<file path="src/sv/assert_macros.svh">
// assertion helper macros used by the rtl file afr_deframer
// no dependencies; compiled out when SYNTHESIS is defined
`ifndef ASSERT_MACROS_SVH
`define ASSERT_MACROS_SVH
`ifndef SYNTHESIS
`define ASSERT_CLKD(lbl, clk, rstn, prop, msg) \
    lbl: assert property (@(posedge clk) disable iff (!(rstn)) (prop)) else $error(msg);
`define ASSERT_NEVER(lbl, clk, rstn, cond, msg) \
    lbl: assert property (@(posedge clk) disable iff (!(rstn)) !(cond)) else $error(msg);
`else
`define ASSERT_CLKD(lbl, clk, rstn, prop, msg)
`define ASSERT_NEVER(lbl, clk, rstn, cond, msg)
`endif
`endif

</file>
<file path="src/sv/afr_pkg.sv">
// types, constants and the crc byte update for the ack frame receiver
// no dependencies
package afr_pkg;

    localparam logic [7:0] SYNC_FIRST  = 8'hAA;
    localparam logic [7:0] SYNC_SECOND = 8'h55;
    localparam logic [7:0] KIND_ACK    = 8'h22;
    localparam logic [7:0] KIND_NACK   = 8'h23;
    localparam logic [7:0] SEQ_BYTES   = 8'd2;
    localparam logic [7:0] CODE_BYTES  = 8'd4;
    localparam logic [15:0] CRC_INIT   = 16'hFFFF;
    localparam logic [15:0] CRC_POLY   = 16'hA001;

    localparam logic [2:0] ST_ACK_MATCH  = 3'd0;
    localparam logic [2:0] ST_NACK_MATCH = 3'd1;
    localparam logic [2:0] ST_OTHER_SEQ  = 3'd2;
    localparam logic [2:0] ST_OTHER      = 3'd3;
    localparam logic [2:0] ST_CRC_ERR    = 3'd4;
    localparam logic [2:0] ST_ZERO_LEN   = 3'd5;

    typedef enum logic [6:0] {
        PH_HUNT1 = 7'b0000001,
        PH_HUNT2 = 7'b0000010,
        PH_LEN   = 7'b0000100,
        PH_KIND  = 7'b0001000,
        PH_BODY  = 7'b0010000,
        PH_CRCLO = 7'b0100000,
        PH_CRCHI = 7'b1000000
    } phase_t;

    typedef struct packed {
        logic       vld;
        logic [7:0] data;
    } in_item_t;

    // crc-16/modbus, reflected, one byte
    function automatic logic [15:0] crc_feed(input logic [15:0] crc, input logic [7:0] b);
        logic [15:0] c;
        c = crc ^ {8'h00, b};
        for (int i = 0; i < 8; i++) begin
            if (c[0])
                c = (c >> 1) ^ CRC_POLY;
            else
                c = c >> 1;
        end
        return c;
    endfunction

endpackage

</file>
<file path="src/sv/afr_in_reg.sv">
// input register for received bytes, frees itself when the deframer takes the byte
// depends on afr_pkg
module afr_in_reg (
    input  logic              clk,
    input  logic              rst_n,
    input  logic [7:0]        rx_byte,
    input  logic              in_valid,
    output logic              in_ready,
    input  logic              take,
    output afr_pkg::in_item_t item
);
    import afr_pkg::*;

    logic       vld_reg, vld_next;
    logic [7:0] data_reg;

    assign in_ready = !vld_reg || take;

    always_comb
    begin
        vld_next = vld_reg;
        if (in_valid && in_ready)
            vld_next = 1'b1;
        else if (take)
            vld_next = 1'b0;
    end

    always_ff @(posedge clk or negedge rst_n)
    begin
        if (!rst_n)
            vld_reg <= 1'b0;
        else
            vld_reg <= vld_next;
    end

    always_ff @(posedge clk)
    begin
        if (in_valid && in_ready)
            data_reg <= rx_byte;
    end

    assign item.vld  = vld_reg;
    assign item.data = data_reg;

endmodule

</file>
<file path="src/sv/afr_deframer.sv">
// frame state machine, crc accumulator and result register
// depends on afr_pkg and assert_macros.svh
`include "assert_macros.svh"
module afr_deframer (
    input  logic              clk,
    input  logic              rst_n,
    input  logic              expected_seq_we,
    input  logic [15:0]       expected_seq_wdata,
    input  afr_pkg::in_item_t item,
    output logic              take,
    output logic              out_valid,
    input  logic              out_ready,
    output logic [2:0]        status,
    output logic [7:0]        frame_kind,
    output logic [15:0]       frame_seq,
    output logic [15:0]       nack_code,
    output logic              code_valid,
    output logic [7:0]        body_len
);
    import afr_pkg::*;

    logic [15:0] expected_seq_reg;
    phase_t      phase_reg, phase_next;
    logic [7:0]  len_reg, len_next;
    logic [7:0]  kind_reg, kind_next;
    logic [7:0]  count_reg, count_next;
    logic [15:0] crc_reg, crc_next;
    logic [15:0] seq_reg, seq_next;
    logic [15:0] code_reg, code_next;
    logic [7:0]  crc_low_reg, crc_low_next;

    logic        out_valid_reg, out_valid_next;
    logic [2:0]  status_reg, status_next;
    logic [7:0]  kind_out_reg, kind_out_next;
    logic [15:0] seq_out_reg, seq_out_next;
    logic [15:0] code_out_reg, code_out_next;
    logic        cv_out_reg, cv_out_next;
    logic [7:0]  blen_out_reg, blen_out_next;

    logic        emit;
    logic [2:0]  emit_status;
    logic [7:0]  emit_kind;
    logic [7:0]  blen;
    logic [7:0]  b;
    logic [15:0] crc_upd;
    logic [7:0]  count_inc;

    // one byte per cycle unless a finished result is stuck at the output
    assign take      = item.vld && (!out_valid_reg || out_ready);
    assign b         = item.data;
    assign crc_upd   = crc_feed(crc_reg, b);
    assign count_inc = count_reg + 8'd1;
    assign blen      = (len_reg == 8'd0) ? 8'd0 : len_reg - 8'd1;

    always_comb
    begin
        phase_next   = phase_reg;
        len_next     = len_reg;
        kind_next    = kind_reg;
        count_next   = count_reg;
        crc_next     = crc_reg;
        seq_next     = seq_reg;
        code_next    = code_reg;
        crc_low_next = crc_low_reg;
        emit         = 1'b0;
        emit_status  = ST_OTHER;
        emit_kind    = kind_reg;
        if (take)
        begin
            case (phase_reg)
                PH_HUNT1:
                begin
                    if (b == SYNC_FIRST)
                        phase_next = PH_HUNT2;
                end
                PH_HUNT2:
                begin
                    if (b == SYNC_SECOND)
                    begin
                        phase_next = PH_LEN;
                        crc_next   = CRC_INIT;
                        seq_next   = 16'h0000;
                        code_next  = 16'h0000;
                        count_next = 8'd0;
                    end
                    else if (b != SYNC_FIRST)
                        phase_next = PH_HUNT1;
                end
                PH_LEN:
                begin
                    len_next   = b;
                    crc_next   = crc_upd;
                    phase_next = PH_KIND;
                end
                PH_KIND:
                begin
                    kind_next = b;
                    crc_next  = crc_upd;
                    if (len_reg == 8'd0)
                    begin
                        phase_next  = PH_HUNT1;
                        emit        = 1'b1;
                        emit_status = ST_ZERO_LEN;
                        emit_kind   = b;
                    end
                    else if (len_reg == 8'd1)
                        phase_next = PH_CRCLO;
                    else
                        phase_next = PH_BODY;
                end
                PH_BODY:
                begin
                    crc_next = crc_upd;
                    case (count_reg)
                        8'd0:    seq_next  = {seq_reg[15:8], b};
                        8'd1:    seq_next  = {b, seq_reg[7:0]};
                        8'd2:    code_next = {code_reg[15:8], b};
                        8'd3:    code_next = {b, code_reg[7:0]};
                        default: ;
                    endcase
                    count_next = count_inc;
                    if (count_inc >= len_reg - 8'd1)
                        phase_next = PH_CRCLO;
                end
                PH_CRCLO:
                begin
                    crc_low_next = b;
                    phase_next   = PH_CRCHI;
                end
                PH_CRCHI:
                begin
                    phase_next = PH_HUNT1;
                    emit       = 1'b1;
                    if ({b, crc_low_reg} != crc_reg)
                        emit_status = ST_CRC_ERR;
                    else if ((kind_reg == KIND_ACK || kind_reg == KIND_NACK)
                             && blen >= SEQ_BYTES)
                    begin
                        if (seq_reg != expected_seq_reg)
                            emit_status = ST_OTHER_SEQ;
                        else if (kind_reg == KIND_ACK)
                            emit_status = ST_ACK_MATCH;
                        else
                            emit_status = ST_NACK_MATCH;
                    end
                    else
                        emit_status = ST_OTHER;
                end
                default:
                    phase_next = PH_HUNT1;
            endcase
        end
    end

    always_comb
    begin
        out_valid_next = out_valid_reg;
        status_next    = status_reg;
        kind_out_next  = kind_out_reg;
        seq_out_next   = seq_out_reg;
        code_out_next  = code_out_reg;
        cv_out_next    = cv_out_reg;
        blen_out_next  = blen_out_reg;
        if (out_valid_reg && out_ready)
            out_valid_next = 1'b0;
        if (emit)
        begin
            out_valid_next = 1'b1;
            status_next    = emit_status;
            kind_out_next  = emit_kind;
            seq_out_next   = (blen >= SEQ_BYTES) ? seq_reg : 16'h0000;
            code_out_next  = (blen >= CODE_BYTES) ? code_reg : 16'h0000;
            cv_out_next    = (blen >= CODE_BYTES);
            blen_out_next  = blen;
        end
    end

    always_ff @(posedge clk or negedge rst_n)
    begin
        if (!rst_n)
        begin
            expected_seq_reg <= 16'h0000;
            phase_reg        <= PH_HUNT1;
            len_reg          <= 8'd0;
            kind_reg         <= 8'd0;
            count_reg        <= 8'd0;
            crc_reg          <= CRC_INIT;
            seq_reg          <= 16'h0000;
            code_reg         <= 16'h0000;
            crc_low_reg      <= 8'd0;
            out_valid_reg    <= 1'b0;
        end
        else
        begin
            if (expected_seq_we)
                expected_seq_reg <= expected_seq_wdata;
            phase_reg     <= phase_next;
            len_reg       <= len_next;
            kind_reg      <= kind_next;
            count_reg     <= count_next;
            crc_reg       <= crc_next;
            seq_reg       <= seq_next;
            code_reg      <= code_next;
            crc_low_reg   <= crc_low_next;
            out_valid_reg <= out_valid_next;
        end
    end

    always_ff @(posedge clk)
    begin
        status_reg   <= status_next;
        kind_out_reg <= kind_out_next;
        seq_out_reg  <= seq_out_next;
        code_out_reg <= code_out_next;
        cv_out_reg   <= cv_out_next;
        blen_out_reg <= blen_out_next;
    end

    assign out_valid  = out_valid_reg;
    assign status     = status_reg;
    assign frame_kind = kind_out_reg;
    assign frame_seq  = seq_out_reg;
    assign nack_code  = code_out_reg;
    assign code_valid = cv_out_reg;
    assign body_len   = blen_out_reg;

    `ASSERT_NEVER(a_no_overwrite, clk, rst_n, take && out_valid_reg && !out_ready, "byte taken while result stalled")
    `ASSERT_CLKD(a_emit_phase, clk, rst_n, emit |-> (phase_reg == PH_KIND || phase_reg == PH_CRCHI), "result from wrong phase")
    `ASSERT_CLKD(a_zero_len, clk, rst_n, (out_valid_reg && status_reg == ST_ZERO_LEN) |-> (blen_out_reg == 8'd0 && !cv_out_reg && seq_out_reg == 16'h0000), "zero length result fields")
    `ASSERT_CLKD(a_code_valid, clk, rst_n, (out_valid_reg && cv_out_reg) |-> (blen_out_reg >= CODE_BYTES), "code valid on short payload")

endmodule

</file>
<file path="src/sv/ack_frame_receiver.sv">
// Ack frame receiver: takes one received byte per transaction and hunts for the sync pair
// AA 55, then reads a length byte, a type byte, length-1 payload bytes and a CRC-16/MODBUS
// (low byte first) over length, type and payload. After the last CRC byte, or after the type
// byte of a zero-length frame, one result transaction gives the status, type, sequence and
// nack code. A byte is accepted every cycle; it waits in an input register until the
// deframer takes it, and the result is registered at the deframer output. The one-byte
// crc update in the deframer is the longest path per byte. Input accept stalls only while a
// finished result waits at the output. The user must write expected_seq through the ports
// expected_seq_we / expected_seq_wdata only while no frame is in flight (not enforced).
// depends on afr_pkg, afr_in_reg, afr_deframer
module ack_frame_receiver (
    input  logic        clk,
    input  logic        rst_n,
    input  logic        expected_seq_we,
    input  logic [15:0] expected_seq_wdata,
    input  logic [7:0]  rx_byte,
    input  logic        in_valid,
    output logic        in_ready,
    output logic        out_valid,
    input  logic        out_ready,
    output logic [2:0]  status,
    output logic [7:0]  frame_kind,
    output logic [15:0] frame_seq,
    output logic [15:0] nack_code,
    output logic        code_valid,
    output logic [7:0]  body_len
);
    import afr_pkg::*;

    in_item_t item;
    logic     take;

    afr_in_reg u_in_reg (
        .clk      (clk),
        .rst_n    (rst_n),
        .rx_byte  (rx_byte),
        .in_valid (in_valid),
        .in_ready (in_ready),
        .take     (take),
        .item     (item)
    );

    afr_deframer u_deframer (
        .clk                (clk),
        .rst_n              (rst_n),
        .expected_seq_we    (expected_seq_we),
        .expected_seq_wdata (expected_seq_wdata),
        .item               (item),
        .take               (take),
        .out_valid          (out_valid),
        .out_ready          (out_ready),
        .status             (status),
        .frame_kind         (frame_kind),
        .frame_seq          (frame_seq),
        .nack_code          (nack_code),
        .code_valid         (code_valid),
        .body_len           (body_len)
    );

endmodule
</file>
<file path="config.mk">
export PLATFORM = sky130hd
export DESIGN_NAME = ack_frame_receiver
export DESIGN_NICKNAME = d
export VERILOG_FILES = /design/src/sv/afr_pkg.sv /design/src/sv/afr_in_reg.sv /design/src/sv/afr_deframer.sv /design/src/sv/ack_frame_receiver.sv
export VERILOG_INCLUDE_DIRS = /design/src /design/src/sv
export SDC_FILE = /design/constraint.sdc
export NUM_CORES = 1
export LEC_CHECK = 0
export BUFFER_PORTS_ARGS = -buffer_cell sky130_fd_sc_hd__buf_2
export CAP_MARGIN = 20
export CORE_ASPECT_RATIO = 0.7
export CORE_MARGIN = 3
export CORE_UTILIZATION = 45
export DETAILED_ROUTE_END_ITERATION = 10
export GPL_TIMING_DRIVEN = 0
export SLEW_MARGIN = 30
export SYNTH_ARGS = -nofsm -noshare
export SYNTH_HDL_FRONTEND = slang
export SYNTH_SLANG_ARGS = --single-unit
</file>
<file path="constraint.sdc">
create_clock -name clk -period 4.2 [get_ports clk]
set_clock_uncertainty 0.1 [all_clocks]
set_input_delay 0.21 -clock clk [delete_from_list [all_inputs] [get_ports clk]]
set_output_delay 0.21 -clock clk [all_outputs]
set_load 0.02 [all_outputs]
</file>
==> summary.txt, run 1 <==
Final layout
  • Layout cells sized above 1: 0.272
  • Non-filler instance count after layout: 1023
  • Most frequent cells in the layout: buf_2 (93), dfrtp_1 (88), nand2_1 (84)
  • Commonest non-fill, non-tap cell in the layout: buf_2
  • Synthesis-to-finish area growth: 21.0%
  • Antenna Cells: 0
  • # nets final: 829

Drt
  • Drt pass-1 iters: 5
  • Wire length per cell: 17.6 um
  • Post-route ant nets: 0
  • WL final: 18.0 mm
  • Vias per cell: 5.22
  • Drt drc: 0
  • Vias: 5339
  • Drt first-iter violations: 325

Critical path
  • CP Data Required Time: 4.40 ns
  • Startpoint Class: register
  • WS Path Type: reg -> reg
  • R2R Path Start: u_deframer.len_reg[0]$_DFFE_PN0P_
  • CP endpoint kind: register
  • CP startpoint: u_deframer.len_reg[0]$_DFFE_PN0P_
  • Critical path peak fanout: 7
  • Arrival @ worst endpoint: 3.47 ns

STA
  • Final Hold Fails: 0
  • Worst Hold Slack: 0.131 ns
  • Slew Viols, Final: 0
  • Relative slew slack: 0.490
  • Fin crit share: 0.778
  • Final setup fails: 0
  • Worst-Margin Slew: 0.765 ns
  • Minimum clock period: 3.27 ns
  • Fmax: 0.306 GHz
  • RSZ-0062 raised after global routing: no

Yosys
  • Post-synth top area cell: dfrtp_1
  • #FFs+latches synth: 165
  • Area share of the largest cell type after synthesis: 0.283
  • Number of synthesis warnings: 0
  • Post-Syn Nets: 700
  • Syn Area/Cell: 11.9 um2
  • Post-synthesis sequential area ratio: 0.572
  • Synth cell types: 57
  • Synth Instances: 656
  • EDFF count, synth: 60
  • Post-synth top flop: dfrtp_1
  • Post-synth ARST share: 0.636
  • Synth Cell Area: 7770 um2
  • Area contributors post-synth: dfrtp_1 (28%), edfxtp_1 (23%), mux2_2 (7.2%)

Global route
  • Vias in the first global route: 5418
  • Largest net degree at the start of global routing: 58
  • Global-route wire length before repair: 29.3 mm
  • GR Overflow Total: 0
  • Initial antenna violation count: 0
  • Total track usage: 0.202

Clock network
  • Clk_lat worst skew: 0.43 ns
  • Root Buffer: clkbuf_16
  • Sink Count: 165
  • H-tree depth: 4
  • CTS tree: built
  • Post-CTS resize count: 0
  • Clock transition at the registers of the reported paths: 0.06 ns
  • Clock Path Buffers: 2
  • Inserted Clock Buffers: 17
  • Setup repair bufs after CTS: 0

Pwr
  • Flop pwr share: 0.442
  • P_sw: 0.00129 W
  • Combinational Power Share: 0.199
  • Internal: 0.00323 W
  • Clock share of power: 0.359
  • Static leakage: 4.09 nW
  • Pwr/cell area: 480 nW/um2
  • Worst vdd ir: 0.342 mV
  • Sw Ratio: 0.285

Floorplan
  • Rows: 39
  • Die Height: 116 um
  • Initial Utilization: 0.467
  • Die X: 163 um
  • Core area: 16600 um2
  • Die Area: 18900 um2
  • IO Pins: 83

Place
  • Detailed placement HPWL: 12.9 mm
  • Placed instance count: 964
  • Global placer's final weighted congestion: 0.866
  • Port bufs: 81

Status
  • Status: complete, no violations

Worst hold path
  • Worst Hold Launch: out_ready
  • Hold crit path type: in -> reg

Job
  • Max_cap viols: 0
-- synthesized netlist by cell type, types with 9 or more instances --
cell      count
dfrtp_1      88
xnor2_1      44
nand2_1      85
nor2_1       32
buf_2        13
dfstp_2      17
clkbuf_1     10
nand3_1       9
edfxtp_1     60
mux2_2       50
inv_1        11
o21ai_0      40
a21oi_1      18
xor2_1       24
ha_1         15
nor2b_1      34
-- metrics by stage --
step / util / TNS, ns / setup WS (ns) / total power [W] / instance area [um2]
2_1_floorplan: - / 0 / 0.713 / 0.00266 / 7770
3_3_place_gp: 0.509 / -1.72 / -0.435 / 0.00286 / 8460
3_5_place_dp: 0.513 / 0 / 1.00 / 0.00289 / 8530
4_1_cts: 0.565 / 0 / 0.987 / 0.00453 / 9410
5_1_grt: 0.565 / 0 / 0.798 / 0.00472 / 9410
6_report: 0.565 / 0 / 0.932 / 0.00451 / 9410
-- critical path, stage by stage (launching register included) --
cell and delay (ns):
dfrtp_1 0.48, inv_1 0.19, ha_1 0.29, inv_1 0.08
or3_1 0.38, xnor2_1 0.33, ha_1 0.29, o2111ai_1 0.17
a21oi_1 0.07, o311a_1 0.28, buf_2 0.19, mux2_2 0.30
-- power by group through the flow --
| stage | combinational [W] | sequential, W | clock (W) |
|---|---|---|---|
| detailed placement | 0.000866 | 0.00202 | 0 |
| floorplan | 0.000685 | 0.00198 | 0 |
| CTS | 0.000893 | 0.00199 | 0.00165 |
| global placement | 0.000838 | 0.00202 | 0 |
| finish | 0.000897 | 0.00199 | 0.00162 |
| global route | 0.000991 | 0.00201 | 0.00173 |
-- routing by layer --
layer  up-vias  GRT usage  share of wire
met1      2641      0.295           0.50
met3        17     0.0404          0.040
li1       2560          -              -
met4         0     0.0546          0.011
met5         -          0              0
met2       121      0.312           0.45
-- kinds of logic (layout without fill, tap and decap cells) --
group	Yosys count	in the layout	synth area share
muxes	53	53	0.0764
DFF	165	165	0.572
adders and majority gates	15	15	0.0241
xor gates and xnor gates	68	68	0.0766
buffers and inverters	42	184	0.0267
and+or+nand+nor	223	223	0.152
AOI/OAI and AO/OA	90	90	0.0719
-- worst paths after layout --
path,endpoint,slack [ns],cells after the start
worst min-delay path,u_deframer.out_valid$_DFFE_PN0P_,0.13,3
max in group asynchronous,u_deframer.crc_reg[15]$_DFFE_PN1P_,3.12,3
worst max register to register,u_deframer.phase_reg[4]$_DFFE_PN0P_,0.93,11
min in group asynchronous,u_deframer.code_reg[14]$_DFFE_PN0P_,0.18,2
worst max-delay path,u_deframer.phase_reg[4]$_DFFE_PN0P_,0.93,11
worst min register to register,u_deframer.code_reg[7]$_DFFE_PN0P_,0.38,2
-- final cells by class --
| type | instances | area [um2] |
|---|---|---|
| clock buffer | 19 | 433 |
| sequential | 165 | 4450 |
| clock inverter | 13 | 170 |
| fill | 1425 | 7230 |
| timing repair buffer | 110 | 729 |
| inverter | 11 | 41.3 |
| multi-input combinational | 449 | 3130 |
| buffer | 31 | 166 |
| tap | 225 | 282 |
-- timing repair --
action / 4_1_cts / 5_1_grt
hold endpoints to repair: 73 / 0
endpoints found under the setup margin: 0 / 0
hold buffers: 27 / 0
(Power assumes the default switching activity.)
==> inputs of run 2 (changes only) <==
--- a/config.mk
+++ b/config.mk
@@ -6,6 +6,7 @@
 export SDC_FILE = /design/constraint.sdc
 export NUM_CORES = 1
 export LEC_CHECK = 0
+export ABC_AREA = 1
 export BUFFER_PORTS_ARGS = -buffer_cell sky130_fd_sc_hd__buf_2
 export CAP_MARGIN = 20
 export CORE_ASPECT_RATIO = 0.7
==> constraint.sdc (replaced) <==
create_clock -name clk -period 3.4 [get_ports clk]
set_clock_uncertainty 0.1 [all_clocks]
set_input_delay 0.17 -clock clk [delete_from_list [all_inputs] [get_ports clk]]
set_output_delay 0.17 -clock clk [all_outputs]
set_load 0.02 [all_outputs]
==> run 2 against run 1 <==
Register-to-register slack worse by 0.50 ns. Wire length rose by 6.6%. Non-clock buffer count fell by 6. Critical path depth increased by 4. Combinational power rose by 71%. Synthesized cell count grew 33%. Area after synthesis up 3.4%. First-iteration DRC count is 81% higher. Total power rose by 31%. Clock-buffer cell count down 1. Maximum frequency rose by 10%. Core utilization decreased by 0.73 points. Critical path type unchanged. Largest power group unchanged.
==> summary.txt, run 2 <==
Drt
  • Drt drc: 0
  • Vias per cell: 4.99
  • Drt first-iter violations: 587
  • Post-route ant nets: 0
  • Vias: 6228
  • Drt pass-1 iters: 5
  • Wire length per cell: 15.4 um
  • WL final: 19.2 mm

STA
  • Fmax: 0.337 GHz
  • Slew Viols, Final: 0
  • Relative slew slack: 0.553
  • Worst-Margin Slew: 0.668 ns
  • Worst Hold Slack: 0.0751 ns
  • RSZ-0062 raised after global routing: no
  • Final Hold Fails: 0
  • Fin crit share: 0.872
  • Minimum clock period: 2.96 ns
  • Final setup fails: 0

Global route
  • Vias in the first global route: 6055
  • Initial antenna violation count: 0
  • Global-route wire length before repair: 31.9 mm
  • Largest net degree at the start of global routing: 78
  • Total track usage: 0.203
  • GR Overflow Total: 0

Place
  • Detailed placement HPWL: 13.7 mm
  • Port bufs: 81
  • Global placer's final weighted congestion: 0.897
  • Placed instance count: 1188
  • Cell Area, Placed: 8800 um2

Floorplan
  • Die Area: 19500 um2
  • Core area: 17300 um2
  • IO Pins: 83
  • Die X: 166 um
  • Rows: 40
  • Initial Utilization: 0.464
  • Die Height: 118 um

Final layout
  • Antenna Cells: 0
  • Commonest non-fill, non-tap cell in the layout: nand2_1
  • Post-Route Utilization: 0.558
  • Area occupied by registers: 4450 um2
  • Area of the multi-input gates: 2990 um2
  • Layout cells sized above 1: 0.192
  • # nets final: 1047
  • Fillers: 1586
  • Most frequent cells in the layout: nand2_1 (205), inv_1 (114), buf_2 (91)
  • Non-filler instance count after layout: 1247
  • Post-route design area: 9660 um2
  • Synthesis-to-finish area growth: 20.2%

Critical path
  • Startpoint Class: register
  • CP Data Required Time: 3.62 ns
  • WS Path Type: reg -> reg
  • Reg2Reg Setup Slack: 0.44 ns
  • CP endpoint kind: register
  • Arrival @ worst endpoint: 3.18 ns
  • Critical path peak fanout: 9

Yosys
  • Post-synth ARST share: 0.636
  • Syn Area/Cell: 9.20 um2
  • EDFF count, synth: 60
  • Commonest cells in the netlist: nand2_1 (206), inv_1 (114), dfrtp_1 (88)
  • #FFs+latches synth: 165
  • Post-synth top flop: dfrtp_1
  • Post-synthesis sequential area ratio: 0.554
  • Post-synth top area cell: dfrtp_1
  • Synth cell types: 44
  • Number of synthesis warnings: 0
  • Area contributors post-synth: dfrtp_1 (27%), edfxtp_1 (22%), nand2_1 (9.6%)
  • Post-Syn Nets: 918
  • Synth Cell Area: 8040 um2
  • Area share of the largest cell type after synthesis: 0.274
  • Synth Instances: 874
  • Cell with the most instances after synthesis: nand2_1

Pwr
  • Worst vdd ir: 0.506 mV
  • Static leakage: 4.38 nW
  • Pwr/cell area: 611 nW/um2

Clock network
  • Clock transition at the registers of the reported paths: 0.07 ns
  • Inserted Clock Buffers: 17
  • H-tree depth: 4
  • CTS tree: built
  • Setup repair bufs after CTS: 0
  • Sink Count: 165
  • Clk_lat worst skew: 0.43 ns
  • Clock Path Buffers: 2
  • Root Buffer: clkbuf_16

Job
  • Max_cap viols: 0

Worst hold path
  • Hold crit path type: in -> reg

Status
  • Status: complete, no violations
[run 2: cell count changes after synthesis, sizes merged, moves of 24 or more]
cell / before / now
nor2: 33 / 82
inv: 11 / 122
nand2: 86 / 210
mux2: 51 / 12
o21ai: 48 / 84
nor2b: 34 / 0
xnor2: 44 / 20
nand3: 9 / 52
[run 2: layer usage]
layer	wire, um	share of wire	vias up	GRT usage
met4	240	0.012	0	0.0603
met2	8300	0.43	147	0.297
met1	9820	0.51	2953	0.307
met3	862	0.045	17	0.0379
met5	0	0	-	0
li1	-	-	3111	-
[run 2: kinds of logic after synthesis]
group / share of synthesized area
fa+ha+maj: 0.0234
compound gates: 0.0788
xor+xnor: 0.0420
mux: 0.0168
flops: 0.554
buf+inv: 0.0754
simple gates: 0.210
[run 2: path summary, 6_finish.rpt]
path                                                      from                                         end  depth (start not counted)
setup / recovery           u_deframer.count_reg[0]$_DFFE_PN0P_         u_deframer.phase_reg[2]$_DFFE_PN0P_                         15
hold / removal                                 expected_seq_we  u_deframer.expected_seq_reg[5]$_DFFE_PN0P_                          3
min in group asynchronous                                rst_n                u_in_reg.vld_reg$_DFFE_PN0P_                          2
hold reg to reg            u_deframer.phase_reg[0]$_DFFE_PN1P_         u_deframer.phase_reg[0]$_DFFE_PN1P_                          2
setup reg to reg           u_deframer.count_reg[0]$_DFFE_PN0P_         u_deframer.phase_reg[2]$_DFFE_PN0P_                         15
max in group asynchronous                                rst_n           u_deframer.seq_reg[2]$_DFFE_PN0P_                          3
[run 2: per-stage QoR]
stage	worst slack, ns	power (W)	TNS (ns)
after floorplan	0.517	0.00356	0
after global placement	-0.417	0.00394	-22.17
after detailed placement	0.469	0.00397	0
after CTS	0.456	0.00593	0
after global routing	0.167	0.00627	0
final	0.436	0.00590	0
[run 2: timing repair]
| item | in CTS | in global routing |
|---|---|---|
| endpoints found under the hold margin | 122 | 0 |
| hold buffers | 27 | 0 |
| gates resized for setup | 0 | 0 |
[run 2: report_power, final]
part           internal, W  switching (W)
registers          0.00228       0.000152
logic             0.000530       0.000998
clock network      0.00111       0.000831
[run 2: worst max-delay path, stage by stage (launching register included)]
cell and delay [ns]:
dfrtp_1 0.42, inv_1 0.13, nor3_1 0.36, nand3_1 0.18, nor2_1 0.13, nand2_1 0.07
xor2_1 0.18, inv_1 0.07, ha_1 0.29, a21oi_1 0.16, o21a_1 0.15, nand4_1 0.17
nand2_2 0.25, inv_2 0.08, nand3_1 0.07, o21ai_1 0.06
[run 2: area by class of cell]
class,instances,share of cell area
flip-flops and latches,165,0.461
multi-input cells,561,0.309
plain buffers,25,0.0146
repair buffers,110,0.0767
inverters,123,0.0480
clock inverters,14,0.0154
clock buffers,18,0.0455
well taps,231,0.0299
==> inputs of run 3 (changes only) <==
--- a/config.mk
+++ b/config.mk
@@ -9,11 +9,11 @@
 export ABC_AREA = 1
 export BUFFER_PORTS_ARGS = -buffer_cell sky130_fd_sc_hd__buf_2
 export CAP_MARGIN = 20
-export CORE_ASPECT_RATIO = 0.7
 export CORE_MARGIN = 3
 export CORE_UTILIZATION = 45
 export DETAILED_ROUTE_END_ITERATION = 10
 export GPL_TIMING_DRIVEN = 0
+export PLACE_DENSITY = 0.65
 export SLEW_MARGIN = 30
 export SYNTH_ARGS = -nofsm -noshare
 export SYNTH_HDL_FRONTEND = slang
==> run 3 against run 2 <==
Global-route usage fell by 0.27 points. Design area barely moved. Register-to-register slack improved by 0.02 ns. Via count rose by 0.87%. Sequential share of layout area barely moved. Core utilization fell by 0.27 points. Maximum frequency rose by 0.59%. Critical path type unchanged. Critical endpoint unchanged. Largest power group unchanged.
==> summary.txt, run 3 (same netlist as run 2, synthesis figures left out) <==
Status
  • Status: complete, no violations

Place
  • Global placer's final weighted congestion: 0.825
  • Detailed placement HPWL: 13.3 mm
  • Port bufs: 81
  • Cell Area, Placed: 8790 um2

Drt
  • WL final: 18.9 mm
  • Drt pass-1 iters: 5
  • Vias per cell: 5.06
  • Wire length per cell: 15.2 um
  • Vias: 6282
  • Post-route ant nets: 0
  • Drt first-iter violations: 456
  • Drt drc: 0

Pwr
  • Pwr/cell area: 613 nW/um2
  • Pwr Total: 0.00593 W
  • Static leakage: 4.37 nW
  • Worst vdd ir: 0.371 mV

Global route
  • GR Overflow Total: 0
  • Met2 GRT Util: 0.325
  • Met3 usage: 0.0481
  • Total track usage: 0.200
  • Global-route wire length before repair: 31.0 mm
  • Largest net degree at the start of global routing: 57
  • Vias in the first global route: 5984
  • M1 GR Usage: 0.271
  • Initial antenna violation count: 0
  • GR peak layer: met2

STA
  • TNS Setup: 0 ns
  • Final Hold Fails: 0
  • Worst-Margin Slew: 0.714 ns
  • Final setup fails: 0
  • Fmax: 0.339 GHz
  • Fin crit share: 0.867
  • Slew Viols, Final: 0
  • Minimum clock period: 2.95 ns
  • RSZ-0062 raised after global routing: no
  • Relative slew slack: 0.522

Final layout
  • Most frequent cells in the layout: nand2_1 (205), inv_1 (114), buf_2 (91)
  • Commonest non-fill, non-tap cell in the layout: nand2_1
  • # nets final: 1047
  • Layout cells sized above 1: 0.190
  • Antenna Cells: 0
  • Post-Route Utilization: 0.555
  • Post-route design area: 9670 um2
  • Synthesis-to-finish area growth: 20.3%

Floorplan
  • Initial Utilization: 0.461
  • Die X: 140 um
  • Core area: 17400 um2
  • IO Pins: 83
  • Die Height: 140 um
  • Rows: 48
  • Die Area: 19500 um2

Clock network
  • Sink Count: 165
  • H-tree depth: 4
  • Inserted Clock Buffers: 17
  • Post-CTS resize count: 0
  • Clock Path Buffers: 2
  • CTS hold repair buffers: 27
  • Clk_lat worst skew: 0.42 ns
  • Root Buffer: clkbuf_16
  • Clock transition at the registers of the reported paths: 0.07 ns
  • Setup repair bufs after CTS: 0
  • CTS tree: built

Critical path
  • CP Data Required Time: 3.60 ns
  • Critical path peak fanout: 9
  • CP endpoint kind: register
  • Startpoint Class: register
  • R2R cell count: 15
  • WS Path Type: reg -> reg
  • Arrival @ worst endpoint: 3.15 ns

Worst hold path
  • Hold path depth: 3
  • Hold crit path type: in -> reg

Job
  • Max_cap viols: 0
==> run 3: changes by cell type in the layout (fill, tap and decap cells not counted), sizes merged <==
cell / delta
clkinv: -2
bufinv: +1
clkbuf: +1
clkinvlp: +1
inv: -1
==> run 3: final cells by class <==
type	count	area, um2
Clock inverter	13	175
Clock buffer	19	433
Inverter	123	464
Sequential cell	165	4450
Timing Repair Buffer	110	737
Multi-Input combinational cell	561	2990
Tap cell	225	282
Buffer	25	141
Fill cell	1579	7750
==> run 3: per-stage QoR <==
| step | setup WS, ns | hold WS (ns) | instances |
|---|---|---|---|
| floorplan | 0.517 | -0.226 | 874 |
| global placement | -0.525 | 0.247 | 1180 |
| detailed placement | 0.510 | 0.0754 | 1182 |
| CTS | 0.490 | 0.0571 | 1241 |
| global route | 0.274 | 0.102 | 1241 |
| finish | 0.454 | 0.0595 | 1241 |
==> run 3: path summary, 6_finish.rpt <==
kind,from,to,slack [ns]
min in group asynchronous,rst_n,u_deframer.out_valid$_DFFE_PN0P_,0.19
setup / recovery,u_deframer.count_reg[0]$_DFFE_PN0P_,u_deframer.phase_reg[2]$_DFFE_PN0P_,0.45
hold / removal,out_ready,u_deframer.out_valid$_DFFE_PN0P_,0.06
hold reg to reg,u_deframer.code_reg[3]$_DFFE_PN0P_,u_deframer.code_reg[3]$_DFFE_PN0P_,0.39
setup reg to reg,u_deframer.count_reg[0]$_DFFE_PN0P_,u_deframer.phase_reg[2]$_DFFE_PN0P_,0.45
max in group asynchronous,rst_n,u_deframer.crc_reg[2]$_DFFE_PN1P_,2.32
==> run 3: worst max-delay path, cell delays in order (launching register included) <==
cell and delay [ns]:
dfrtp_1 0.41, inv_1 0.12, nor3_1 0.36, nand3_1 0.18, nor2_1 0.14, nand2_1 0.07, xor2_1 0.17, inv_1 0.06
ha_1 0.28, a21oi_1 0.14, o21a_1 0.15, nand4_1 0.17, nand2_2 0.24, inv_2 0.08, nand3_1 0.07, o21ai_1 0.07
==> run 3: layer usage <==
| layer | vias up | wire length (um) |
|---|---|---|
| li1 | 3099 | - |
| met1 | 2986 | 8520 |
| met2 | 177 | 9010 |
| met3 | 20 | 1100 |
| met4 | 0 | 294 |
| met5 | - | 0 |
==> run 3: report_power, final <==
group	leakage (nW)	internal [W]	total (W)	switching (W)
logic	2.17	0.000529	0.00151	0.000984
clock network	0.289	0.00117	0.00198	0.000812
registers	1.91	0.00228	0.00243	0.000151
